==> src/hdl/rps_pkg.sv <==
`timescale 1ns / 1ps
// Shared types, constants and helper functions for the preferred-series rounder.
// Depends on nothing; every other file in hdl/ imports it.
package rps_pkg;

  localparam int OUT_BITS     = 38;
  localparam int FACTOR_BITS  = 7;
  localparam int NMID         = 19;
  localparam int MID_IDX_BITS = 5;

  typedef logic [1:0]              mode_t;
  typedef logic [FACTOR_BITS-1:0]  factor_t;
  typedef logic [NMID-1:0]         mid_vec_t;
  typedef logic [MID_IDX_BITS-1:0] mid_idx_t;
  typedef logic [7:0]              mid_sum_t;

  localparam mode_t SERIES_125 = 2'd0;
  localparam mode_t SERIES_14  = 2'd1;
  localparam mode_t SERIES_26  = 2'd2;

  localparam factor_t FACTOR_MIN = 7'd10;
  localparam factor_t FACTOR_MAX = 7'd100;

  // Sum of two neighboring factors (in tenths) for every midpoint used by any series.
  // Comparing 20*|value| against sum*decade puts the item on one side of a midpoint.
  localparam mid_sum_t MID_SUM [NMID] = '{
    8'd22, 8'd25, 8'd27, 8'd30, 8'd32, 8'd35, 8'd37, 8'd45, 8'd50, 8'd55,
    8'd70, 8'd80, 8'd90, 8'd110, 8'd120, 8'd130, 8'd150, 8'd170, 8'd180
  };

  // Factors of each series in tenths, ascending, and the midpoint between
  // factor j and factor j+1 as an index into MID_SUM.
  localparam factor_t F125 [4] = '{7'd10, 7'd20, 7'd50, 7'd100};
  localparam mid_idx_t M125 [3] = '{5'd3, 5'd10, 5'd16};

  localparam factor_t F14 [7] = '{7'd10, 7'd15, 7'd20, 7'd30, 7'd50, 7'd70, 7'd100};
  localparam mid_idx_t M14 [6] = '{5'd1, 5'd5, 5'd8, 5'd11, 5'd14, 5'd17};

  localparam factor_t F26 [13] = '{
    7'd10, 7'd12, 7'd15, 7'd17, 7'd20, 7'd25, 7'd30, 7'd40, 7'd50, 7'd60,
    7'd70, 7'd80, 7'd100
  };
  localparam mid_idx_t M26 [12] = '{
    5'd0, 5'd2, 5'd4, 5'd6, 5'd7, 5'd9, 5'd10, 5'd12, 5'd13, 5'd15, 5'd16, 5'd18
  };

  function automatic logic [63:0] pow10(input int d);
    logic [63:0] r;
    r = 64'd1;
    for (int i = 0; i < d; i++) begin
      r = r * 64'd10;
    end
    return r;
  endfunction

  // Highest decade that a magnitude of a bits-wide two's complement value reaches.
  function automatic int max_decade(input int bits);
    int          d;
    logic [63:0] p;
    logic [63:0] lim;
    lim = 64'd1 << (bits - 1);
    p   = 64'd10;
    d   = 0;
    while (p <= lim) begin
      d = d + 1;
      p = p * 64'd10;
    end
    return d;
  endfunction

  // Thresholds are monotone, so the last midpoint passed names the factor.
  function automatic factor_t pick_factor(input mode_t mode, input mid_vec_t up);
    factor_t f;
    f = FACTOR_MIN;
    unique case (mode)
      SERIES_14: begin
        for (int j = 0; j < 6; j++) begin
          if (up[M14[j]]) f = F14[j+1];
        end
      end
      SERIES_26: begin
        for (int j = 0; j < 12; j++) begin
          if (up[M26[j]]) f = F26[j+1];
        end
      end
      default: begin
        for (int j = 0; j < 3; j++) begin
          if (up[M125[j]]) f = F125[j+1];
        end
      end
    endcase
    return f;
  endfunction

endpackage

==> src/hdl/round_to_preferred_series_core.sv <==
`timescale 1ns / 1ps
// Preferred-series rounder, top level: mode register and the six-stage pipeline.
// Depends on rps_pkg, rps_decade, rps_select and rps_scale.
//
// Usage:
//   Input channel in_valid/in_ready carries a signed value; output channel
//   out_valid/out_ready carries rounded_tenths, the nearest member of the
//   selected series (1-2-5, 14-step or 26-step) times ten. Zero stays zero.
//   cfg_wr_en/cfg_wr_data write series_mode (code 3 acts as 1-2-5); write it
//   only while no transaction is in flight.
//   Six register stages; the edge that accepts an input loads the first,
//   and the result is offered from the last. Throughput: one transaction
//   per cycle while out_ready stays high, set by the fully pipelined
//   datapath (decade compare, midpoint compare, one factor-times-decade
//   multiply).
//   Every stage advances on its own when the stage after it is empty or
//   moving, so bubbles close up while the receiver stalls; in_ready drops
//   only once all six stages hold data. Nothing is lost or repeated.
//   Reset (synchronous, active high) empties the pipeline and sets the
//   1-2-5 series.
module round_to_preferred_series_core #(
  parameter int VALUE_BITS = 32
) (
  input  logic                                clk,
  input  logic                                rst,
  input  logic                                cfg_wr_en,
  input  rps_pkg::mode_t                      cfg_wr_data,
  input  logic                                in_valid,
  output logic                                in_ready,
  input  logic signed [VALUE_BITS-1:0]        value,
  output logic                                out_valid,
  input  logic                                out_ready,
  output logic signed [rps_pkg::OUT_BITS-1:0] rounded_tenths
);
  import rps_pkg::*;

  localparam int CHK_BITS = VALUE_BITS + 4;

  mode_t                 series_mode;
  logic                  dec_valid;
  logic                  dec_ready;
  logic                  dec_neg;
  logic                  dec_zero;
  logic [VALUE_BITS-1:0] dec_mag;
  logic [VALUE_BITS-1:0] dec_p;
  logic                  sel_valid;
  logic                  sel_ready;
  logic                  sel_neg;
  logic                  sel_zero;
  logic [VALUE_BITS-1:0] sel_p;
  factor_t               sel_factor;

  always_ff @(posedge clk) begin
    if (rst) begin
      series_mode <= SERIES_125;
    end else if (cfg_wr_en) begin
      series_mode <= cfg_wr_data;
    end
  end

  rps_decade #(.VALUE_BITS(VALUE_BITS)) u_decade (
    .clk       (clk),
    .rst       (rst),
    .in_valid  (in_valid),
    .in_ready  (in_ready),
    .value     (value),
    .dec_valid (dec_valid),
    .dec_ready (dec_ready),
    .dec_neg   (dec_neg),
    .dec_zero  (dec_zero),
    .dec_mag   (dec_mag),
    .dec_p     (dec_p)
  );

  rps_select #(.VALUE_BITS(VALUE_BITS)) u_select (
    .clk         (clk),
    .rst         (rst),
    .series_mode (series_mode),
    .in_valid    (dec_valid),
    .in_ready    (dec_ready),
    .in_neg      (dec_neg),
    .in_zero     (dec_zero),
    .in_mag      (dec_mag),
    .in_p        (dec_p),
    .sel_valid   (sel_valid),
    .sel_ready   (sel_ready),
    .sel_neg     (sel_neg),
    .sel_zero    (sel_zero),
    .sel_p       (sel_p),
    .sel_factor  (sel_factor)
  );

  rps_scale #(.VALUE_BITS(VALUE_BITS)) u_scale (
    .clk            (clk),
    .rst            (rst),
    .in_valid       (sel_valid),
    .in_ready       (sel_ready),
    .in_neg         (sel_neg),
    .in_zero        (sel_zero),
    .in_p           (sel_p),
    .in_factor      (sel_factor),
    .out_valid      (out_valid),
    .out_ready      (out_ready),
    .rounded_tenths (rounded_tenths)
  );

  // The decade is exact: p <= |value| < 10*p.
  a_decade_exact: assert property (@(posedge clk) disable iff (rst)
    dec_valid && (dec_mag != '0) |->
      (dec_p <= dec_mag) &&
      (CHK_BITS'(dec_mag) < ((CHK_BITS'(dec_p) << 3) + (CHK_BITS'(dec_p) << 1))))
    else $error("decade stage produced a power of ten outside the magnitude's decade");

  a_factor_range: assert property (@(posedge clk) disable iff (rst)
    sel_valid |-> (sel_factor >= FACTOR_MIN) && (sel_factor <= FACTOR_MAX))
    else $error("selected factor outside the series range");

  // Back-pressure reaches the input only when the output register is full.
  a_stall_source: assert property (@(posedge clk) disable iff (rst)
    !in_ready |-> out_valid)
    else $error("input stalled while the output stage is empty");

endmodule

==> src/hdl/rps_decade.sv <==
`timescale 1ns / 1ps
// Front two pipeline stages: sign and magnitude, then the decimal decade of the magnitude.
// Depends on rps_pkg (pow10, max_decade).
module rps_decade #(
  parameter int VALUE_BITS = 32
) (
  input  logic                         clk,
  input  logic                         rst,
  input  logic                         in_valid,
  output logic                         in_ready,
  input  logic signed [VALUE_BITS-1:0] value,
  output logic                         dec_valid,
  input  logic                         dec_ready,
  output logic                         dec_neg,
  output logic                         dec_zero,
  output logic [VALUE_BITS-1:0]        dec_mag,
  output logic [VALUE_BITS-1:0]        dec_p
);
  import rps_pkg::*;

  localparam int MAX_DEC = max_decade(VALUE_BITS);

  logic                  s1_valid;
  logic                  a_valid;
  logic                  a_ready;
  logic                  a_neg;
  logic                  a_zero;
  logic [VALUE_BITS-1:0] a_mag;
  logic [VALUE_BITS-1:0] a_mag_next;
  logic [VALUE_BITS-1:0] p_next;

  assign a_ready  = !a_valid || dec_ready;
  assign in_ready = !s1_valid || a_ready;

  // The most negative value maps onto 2^(VALUE_BITS-1), which the unsigned field holds.
  assign a_mag_next = value[VALUE_BITS-1] ? (~value + 1'b1) : value;

  always_comb begin
    p_next = VALUE_BITS'(1);
    for (int d = 1; d <= MAX_DEC; d++) begin
      if (a_mag >= VALUE_BITS'(pow10(d))) p_next = VALUE_BITS'(pow10(d));
    end
  end

  always_ff @(posedge clk) begin
    if (rst) begin
      s1_valid <= 1'b0;
      a_valid  <= 1'b0;
    end else begin
      if (in_ready) s1_valid <= in_valid;
      if (a_ready)  a_valid  <= s1_valid;
    end
  end

  // Stage names run input side first: s1_* registers feed s2_* which feed the output.
  logic                  s1_neg;
  logic                  s1_zero;
  logic [VALUE_BITS-1:0] s1_mag;

  always_ff @(posedge clk) begin
    if (in_ready && in_valid) begin
      s1_neg  <= value[VALUE_BITS-1];
      s1_zero <= (value == '0);
      s1_mag  <= a_mag_next;
    end
  end

  assign a_neg  = s1_neg;
  assign a_zero = s1_zero;
  assign a_mag  = s1_mag;

  logic                  s2_neg;
  logic                  s2_zero;
  logic [VALUE_BITS-1:0] s2_mag;
  logic [VALUE_BITS-1:0] s2_p;

  always_ff @(posedge clk) begin
    if (a_ready && s1_valid) begin
      s2_neg  <= a_neg;
      s2_zero <= a_zero;
      s2_mag  <= a_mag;
      s2_p    <= p_next;
    end
  end

  // Output of this module is the second stage.
  assign dec_valid = a_valid;
  assign dec_neg   = s2_neg;
  assign dec_zero  = s2_zero;
  assign dec_mag   = s2_mag;
  assign dec_p     = s2_p;

endmodule

==> src/hdl/rps_select.sv <==
`timescale 1ns / 1ps
// Middle two pipeline stages: midpoint thresholds for the decade, then the factor choice.
// Depends on rps_pkg (MID_SUM, pick_factor, mode and factor types).
module rps_select #(
  parameter int VALUE_BITS = 32
) (
  input  logic                    clk,
  input  logic                    rst,
  input  rps_pkg::mode_t          series_mode,
  input  logic                    in_valid,
  output logic                    in_ready,
  input  logic                    in_neg,
  input  logic                    in_zero,
  input  logic [VALUE_BITS-1:0]   in_mag,
  input  logic [VALUE_BITS-1:0]   in_p,
  output logic                    sel_valid,
  input  logic                    sel_ready,
  output logic                    sel_neg,
  output logic                    sel_zero,
  output logic [VALUE_BITS-1:0]   sel_p,
  output rps_pkg::factor_t        sel_factor
);
  import rps_pkg::*;

  localparam int CMP_BITS = VALUE_BITS + 8;

  logic                  c_valid;
  logic                  c_ready;
  logic                  d_ready;
  logic                  c_neg;
  logic                  c_zero;
  logic [VALUE_BITS-1:0] c_p;
  logic [CMP_BITS-1:0]   c_t20;
  logic [CMP_BITS-1:0]   c_thr [NMID];
  logic [CMP_BITS-1:0]   thr_next [NMID];
  logic [CMP_BITS-1:0]   t20_next;
  mid_vec_t              up;
  factor_t               factor_next;

  assign d_ready  = !sel_valid || sel_ready;
  assign c_ready  = !c_valid || d_ready;
  assign in_ready = c_ready;

  always_comb begin
    for (int k = 0; k < NMID; k++) begin
      thr_next[k] = CMP_BITS'(in_p) * CMP_BITS'(MID_SUM[k]);
    end
  end

  assign t20_next = (CMP_BITS'(in_mag) << 4) + (CMP_BITS'(in_mag) << 2);

  // A tie goes to the lower candidate: the smaller factor for a positive value,
  // the larger one for a negative value.
  always_comb begin
    for (int k = 0; k < NMID; k++) begin
      up[k] = c_neg ? (c_t20 >= c_thr[k]) : (c_t20 > c_thr[k]);
    end
  end

  assign factor_next = pick_factor(series_mode, up);

  always_ff @(posedge clk) begin
    if (rst) begin
      c_valid   <= 1'b0;
      sel_valid <= 1'b0;
    end else begin
      if (c_ready) c_valid   <= in_valid;
      if (d_ready) sel_valid <= c_valid;
    end
  end

  always_ff @(posedge clk) begin
    if (c_ready && in_valid) begin
      c_neg  <= in_neg;
      c_zero <= in_zero;
      c_p    <= in_p;
      c_t20  <= t20_next;
      c_thr  <= thr_next;
    end
  end

  always_ff @(posedge clk) begin
    if (d_ready && c_valid) begin
      sel_neg    <= c_neg;
      sel_zero   <= c_zero;
      sel_p      <= c_p;
      sel_factor <= factor_next;
    end
  end

endmodule

==> src/hdl/rps_scale.sv <==
`timescale 1ns / 1ps
// Last two pipeline stages: factor times decade, then sign, zero and saturation.
// Depends on rps_pkg (OUT_BITS, factor type).
module rps_scale #(
  parameter int VALUE_BITS = 32
) (
  input  logic                              clk,
  input  logic                              rst,
  input  logic                              in_valid,
  output logic                              in_ready,
  input  logic                              in_neg,
  input  logic                              in_zero,
  input  logic [VALUE_BITS-1:0]             in_p,
  input  rps_pkg::factor_t                  in_factor,
  output logic                              out_valid,
  input  logic                              out_ready,
  output logic signed [rps_pkg::OUT_BITS-1:0] rounded_tenths
);
  import rps_pkg::*;

  localparam int PROD_BITS = VALUE_BITS + FACTOR_BITS;
  localparam int EXT_BITS  = ((PROD_BITS > OUT_BITS) ? PROD_BITS : OUT_BITS) + 1;
  localparam logic [EXT_BITS-1:0] POS_LIM = EXT_BITS'((64'd1 << (OUT_BITS - 1)) - 64'd1);
  localparam logic [EXT_BITS-1:0] NEG_LIM = EXT_BITS'(64'd1 << (OUT_BITS - 1));
  localparam logic [OUT_BITS-1:0] POS_SAT = {1'b0, {(OUT_BITS-1){1'b1}}};
  localparam logic [OUT_BITS-1:0] NEG_SAT = {1'b1, {(OUT_BITS-1){1'b0}}};

  logic                  e_valid;
  logic                  e_ready;
  logic                  f_ready;
  logic                  e_neg;
  logic                  e_zero;
  logic [PROD_BITS-1:0]  e_prod;
  logic [PROD_BITS-1:0]  prod_next;
  logic [EXT_BITS-1:0]   prod_ext;
  logic [EXT_BITS-1:0]   signed_ext;
  logic [OUT_BITS-1:0]   result_next;

  assign f_ready  = !out_valid || out_ready;
  assign e_ready  = !e_valid || f_ready;
  assign in_ready = e_ready;

  assign prod_next = PROD_BITS'(in_p) * PROD_BITS'(in_factor);

  assign prod_ext   = EXT_BITS'(e_prod);
  assign signed_ext = e_neg ? (~prod_ext + 1'b1) : prod_ext;

  always_comb begin
    priority if (e_zero) begin
      result_next = '0;
    end else if (e_neg && (prod_ext > NEG_LIM)) begin
      result_next = NEG_SAT;
    end else if (!e_neg && (prod_ext > POS_LIM)) begin
      result_next = POS_SAT;
    end else begin
      result_next = signed_ext[OUT_BITS-1:0];
    end
  end

  always_ff @(posedge clk) begin
    if (rst) begin
      e_valid   <= 1'b0;
      out_valid <= 1'b0;
    end else begin
      if (e_ready) e_valid   <= in_valid;
      if (f_ready) out_valid <= e_valid;
    end
  end

  always_ff @(posedge clk) begin
    if (e_ready && in_valid) begin
      e_neg  <= in_neg;
      e_zero <= in_zero;
      e_prod <= prod_next;
    end
  end

  always_ff @(posedge clk) begin
    if (f_ready && e_valid) begin
      rounded_tenths <= result_next;
    end
  end

endmodule

==> config.mk <==
export PLATFORM = sky130hd
export DESIGN_NAME = round_to_preferred_series_core
export DESIGN_NICKNAME = d
export VERILOG_FILES = /design/src/hdl/rps_pkg.sv /design/src/hdl/round_to_preferred_series_core.sv /design/src/hdl/rps_decade.sv /design/src/hdl/rps_select.sv /design/src/hdl/rps_scale.sv
export SDC_FILE = /design/constraint.sdc
export NUM_CORES = 2
export LEC_CHECK = 0
export BUFFER_PORTS_ARGS = -buffer_cell sky130_fd_sc_hd__buf_2
export CAP_MARGIN = 40
export CORE_MARGIN = 2
export CORE_UTILIZATION = 30
export CTS_CLUSTER_DIAMETER = 100
export DETAILED_ROUTE_END_ITERATION = 10
export PLACE_DENSITY_LB_ADDON = 0.1
export SYNTH_ARGS = -nofsm -noshare
export SYNTH_HDL_FRONTEND = slang
export SYNTH_SLANG_ARGS = --single-unit
==> constraint.sdc <==
create_clock -name clk -period 57.2 [get_ports clk]
set_input_delay 11.44 -clock clk [delete_from_list [all_inputs] [get_ports clk]]
set_output_delay 11.44 -clock clk [all_outputs]
set_load 0.005 [all_outputs]
* Word level (Yosys, flattened, before mapping)
Index checks and enable logic that the tools add are counted.
** Word-level totals
- Bits in registers :: 977
- Input bits :: 39
- Output and inout port bits :: 40
- Word-level logic and storage cells :: 211
** Cells by class
- Add/subtract/negate cells :: 3
- $mul :: 19
- Magnitude comparators :: 49
- Equal/unequal tests :: 2
- Multiplexer cells :: 53
- Bitwise logic cells :: 2
- Reductions and logical operators :: 30
** Operators by type and width (count)
- $mul A32 B6 Y38 const B :: 8
- $ge A40 B37 Y1 :: 5
- $ge A40 B38 Y1 :: 5
- $ge A40 B39 Y1 :: 5
- $gt A40 B37 Y1 :: 5
- $gt A40 B38 Y1 :: 5
- $gt A40 B39 Y1 :: 5
- $ge A40 B40 Y1 :: 4
- $gt A40 B40 Y1 :: 4
- $mul A32 B7 Y39 const B :: 3
- $mux W38 :: 3
- $mul A32 B5 Y37 const B :: 3
- $mul A32 B4 Y36 const B :: 3
- $mux W7 :: 7
- $gt A39 B37 Y1 const B :: 1
- $gt A39 B38 Y1 const B :: 1
- $mul A32 B7 Y39 :: 1
- $add A38 B1 Y38 const B :: 1
- $not A38 Y38 :: 1
- $add A36 B34 Y37 :: 1
- $mul A32 B3 Y35 const B :: 1
- $mux W5 :: 7
- $add A32 B1 Y32 const B :: 1
- $ge A32 B10 Y1 const B :: 1
- other kinds (34) :: 77

* Depth between registers and ports, before layout
- Depth in word-level cells :: 15
- Depth in mapped cells :: 23
- Gate-level depth less buffers :: 21

* Cells and area by module
A second synthesis with hierarchy kept.
** Unflattened totals
- Cell total of the unflattened synthesis :: 8168
- Area total of the unflattened synthesis :: 80210.7 µm²
** By module, submodules not included
- rps_select :: instances 1, cells an instance 6794, area each 65480.3 µm², seq. area each 15625.0 µm²
- rps_scale :: instances 1, cells an instance 1064, area each 10502.6 µm², seq. area each 2412.3 µm²
- rps_decade :: instances 1, cells an instance 304, area each 4160.2 µm², seq. area each 2772.7 µm²
- round_to_preferred_series_core :: instances 1, cells an instance 6, area each 67.6 µm², seq. area each 40.0 µm²

* Least setup slack after synthesis
OpenSTA, ideal clock, no wires.
- Path kind :: in2reg
- Start point :: in out_ready
- End point :: reg u_select.c_neg (enable)
- Library setup time :: 1.898 ns
- Arrival time :: 43.077 ns
- Required time :: 55.302 ns
- Path slack :: 12.225 ns
- Cell stages on the path :: 4
- Path buffers :: 1
- Cell sequence :: nor2b_1 and3_1 clkbuf_1 a21boi_0
** On the way
- Word-level cells in the longest chain between the ends :: 5
** RTL lines
- start: declaration :: RTL line round_to_preferred_series_core.sv:32 : input logic out_ready,
- $logic_or A1 B1 Y1 :: RTL line rps_scale.sv:39 : assign f_ready = !out_valid || out_ready;
- $logic_or A1 B1 Y1 :: RTL line rps_scale.sv:40 : assign e_ready = !e_valid || f_ready;
- $logic_or A1 B1 Y1 :: RTL line rps_select.sv:40 : assign d_ready = !sel_valid || sel_ready;
- $logic_or A1 B1 Y1 :: RTL line rps_select.sv:41 : assign c_ready = !c_valid || d_ready;
- $logic_and A1 B1 Y1 :: RTL line rps_select.sv:73 : if (c_ready && in_valid) begin
- end signal: assignment :: RTL line rps_select.sv:74 : c_neg <= in_neg;
- end: declaration :: RTL line rps_select.sv:30 : logic c_neg;
No other way between the ends.
A chain may end at the register's enable or synchronous reset.

* Worst setup path after layout
- Start point :: in out_ready
- End point :: out in_ready
** On the way
- Word-level cells in the longest chain between the ends :: 6
** RTL lines
- $logic_or A1 B1 Y1 :: RTL line rps_scale.sv:39
- $logic_or A1 B1 Y1 :: RTL line rps_scale.sv:40
- $logic_or A1 B1 Y1 :: RTL line rps_select.sv:40
- $logic_or A1 B1 Y1 :: RTL line rps_select.sv:41
- $logic_or A1 B1 Y1 :: RTL line rps_decade.sv:32 : assign a_ready = !a_valid || dec_ready;
- $logic_or A1 B1 Y1 :: RTL line rps_decade.sv:33 : assign in_ready = !s1_valid || a_ready;
- end: declaration :: RTL line round_to_preferred_series_core.sv:29 : output logic in_ready,
No other way between the ends.

==> results by group <==
Run status
  • Status: finished clean

Run
  • Max Cap Violations: 0

Logic synthesis
  • Top post-synthesis cells by area: edfxtp_1 26%, ha_1 21%, fa_1 14%
  • #FFs+latches synth: around 650
  • Synth warn: 0
  • Most common cell in the synthesized netlist: inv_1
  • Most instantiated cells after synthesis: 1323 x inv_1, 1243 x ha_1, 637 x edfxtp_1
  • Share of the synthesized area in the top cell type: 26.3%
  • Cell count after synthesis: 7423
  • Avg Inst Size Synth: between 9 and 10 sq um
  • Register area share after synthesis: a little over a quarter
  • Syn_nets: about 9000
  • Number of synthesized flops with an enable pin: approximately 640
  • Top FF cell, synth: edfxtp_1
  • Ys async rst share: 0%
  • Post-Syn Area: between 70000 and 80000 sq um
  • Synth cell types: between 100 and 150
  • Most area-hungry cell type in the Yosys netlist: edfxtp_1

Global route
  • First-pass GRT wire length: 371000 microns
  • GRT Overall Usage: 20.2%
  • Final global-route overflow total: 0
  • Largest net degree at the start of global routing: ~120
  • Vias in the first global route: 58747
  • Initial antenna violation count: 12

Finish
  • Final core occ: 33.7%
  • Fillers: ~25000
  • Fin cells: 10935
  • Area grow syn2layout: 11.4%
  • Area of the multi-input gates: 48400 sq um
  • Register area: between 15000 and 20000 sq um
  • Nets: between 9000 and 10000
  • Share of post-route cells with drive strength above 1: under 10%
  • Design area: approximately 81000 sq um

Pwr
  • Leakage: roughly 38 nW
  • Combinational fraction of design power: 57.4%
  • Switching share of total power: approximately 43%
  • Clock share of power: 19.5%
  • Max VDD drop: 0.0000258 V
  • Power Internal: approximately 0.0017 W
  • Sequential share of power: around 23%
  • PwrDens: around 37 nW/um^2
  • Psw: 0.00129 W

CTS
  • Root Buffer: clkbuf_16
  • Reg clk slew, reported paths: roughly 0.060 ns
  • CTS H-tree lvls: 3
  • CTS sink cnt: ~650
  • CTS buffer count: 94
  • Number of hold buffers added after cts: 0
  • CTS resizes: 0
  • Setup bufs post-CTS: 0
  • CTS tree: yes
  • Max clock buf depth: 3
  • Clock Latency Late Sink: approximately 0.78 ns

Detailed routing
  • DRT Pass-1 Iters: 6
  • 1st-iter DRT viols: approximately 2900
  • Drt drc: 0
  • Routed len/inst: between 20 and 25 microns
  • Via density: 5.03
  • Post-Route WL: ~250000 microns
  • Final ANT Viol Nets: 0
  • DR vias: between 50000 and 60000

Die
  • DIE AREA: 247000 sq um
  • Die Ht: about 500 microns
  • Io pins: 79
  • Initial Util: between 30% and 40%
  • Core area: approximately 240000 sq um
  • Die width: roughly 500 microns
  • Core Rows: 180

Placed design
  • RD Place Congestion: 0.877
  • DP HPWL: a little under 200000 microns
  • IO buf count: 78
  • Placed cell area: ~78000 sq um
  • Placed cell count: between 10000 and 15000

Critical path
  • Startpoint types: input port
  • Worst R2R Path Depth: 21
  • CP required: 45.76 ns
  • Worst Setup Path Type: in2out
  • Worst-path maximum fanout: 7
  • Crit. End Element: output pin
  • Worst EP arrival: about 13 ns

Timing
  • Worst slew margin: between 20% and 30%
  • Smallest hold slack: between 0.3 and 0.4 ns
  • Tcrit/Tclk final: ~42%
  • RSZ-0062 raised after global routing: no
  • Min cycle time layout: 24.30 ns
  • Setup TNS: 0 ns
  • Setup violators final: 0
  • Worst Max-Slew Pin Slew: 1.12 ns
  • Max Slew Vio Count: 0
  • Clk_skew: approximately 0.073 ns
  • Fin. Hold Viols: 0
  • Max Clk Rate: about 41 MHz

Hold path
  • Worst hold path type: reg2reg
  • Number of cells on the worst hold path: 0
[power by group through the flow]
stage / Combinational [W] / Clock, W / Sequential [W]
final: 0.00171 / 0.000583 / 0.000691
after global routing: 0.00193 / 0.000618 / 0.000696
after CTS: 0.00172 / 0.000604 / 0.000691
after detailed placement: 0.00171 / 0 / 0.000701
after global placement: 0.00170 / 0 / 0.000700
after floorplan: 0.00124 / 0 / 0.000718
[critical path, cell delays in order]
cell	delay, ns
buf_2	0.10
nor2b_1	0.43
and3_1	0.52
nand4_1	0.20
buf_2	0.17
[routing by layer]
metal | up-vias | wire length, microns | global-route usage [%]
met5 | - | 0 | 0
met4 | 0 | 10300 | 7.44
met3 | 318 | 7780 | 2.07
met2 | 987 | 128000 | 37.4
met1 | 27168 | 104000 | 23.9
li1 | 26538 | - | -
[cell usage in the layout (no fill, tap or decap), drive strengths merged, types with 32 or more instances in the layout]
master  netlist  routed
and2        144     144
o21ai       275     275
inv        1324    1329
o21a         83      83
clkbuf       47     113
o211ai       32      32
and3         49      49
a21oi       515     515
nor2        331     331
ha         1243    1243
xor2        146     146
o21bai       50      50
a211oi       34      34
edfxtp      637     637
a31oi        48      48
xnor2       308     308
nand3       113     113
nand2b       78      78
nor2b        72      72
buf          11     211
fa          493     493
o31ai        39      39
nand2       305     305
nand4       162     162
clkinv        1      40
nor4         40      40
nor3         87      87
a21o        376     376
[cells by family after synthesis]
| group | count (synthesis) | share of synthesized area, % |
|---|---|---|
| compound gates | 1689 | 15.1 |
| mux | 13 | 0.182 |
| fa+ha+maj | 1736 | 34.9 |
| flops | 645 | 26.5 |
| xor+xnor | 454 | 5.46 |
| buf+inv | 1383 | 7.17 |
| simple gates | 1502 | 10.7 |
| other cells | 1 | 0.00515 |
[path summary, 6_finish.rpt]
path | endpoint | slack [ns] | start
worst min register to register | u_decade.dec_neg | 0.40 | u_decade.a_neg
worst min-delay path | u_decade.dec_neg | 0.40 | u_decade.a_neg
worst max-delay path | in_ready | 32.90 | out_ready
worst max register to register | u_scale.e_prod[37] | 50.50 | u_select.sel_factor[4]
[sequential cells by signal, summed over array words and instances (netlist names), 2 cells and up]
name,cells
series_mode,2
u_decade.a_mag,32
u_decade.dec_mag,32
u_decade.dec_p,23
u_scale.e_prod,39
u_scale.rounded_tenths,38
u_select.c_p,16
u_select.c_t20,35
u_select.c_thr,382
u_select.sel_factor,7
u_select.sel_p,23
[through the flow]
step | setup slack, ns | total power, W
floorplan | 12.22 | 0.00196
global placement | 32.89 | 0.00240
detailed placement | 32.91 | 0.00241
CTS | 32.90 | 0.00302
global route | 32.74 | 0.00324
finish | 32.90 | 0.00299
[area by class of cell]
class / count / area share, %
Clock buffer: 113 / 2.99
Inverter: 1325 / 6.13
Antenna cell: 1 / 0.00308
Clock inverter: 60 / 0.737
Tap cell: 3185 / 4.91
Timing Repair Buffer: 211 / 1.81
Sequential cell: 645 / 23.8
Multi-Input combinational cell: 5395 / 59.7
No activity file was read; power rests on OpenSTA's default activity.
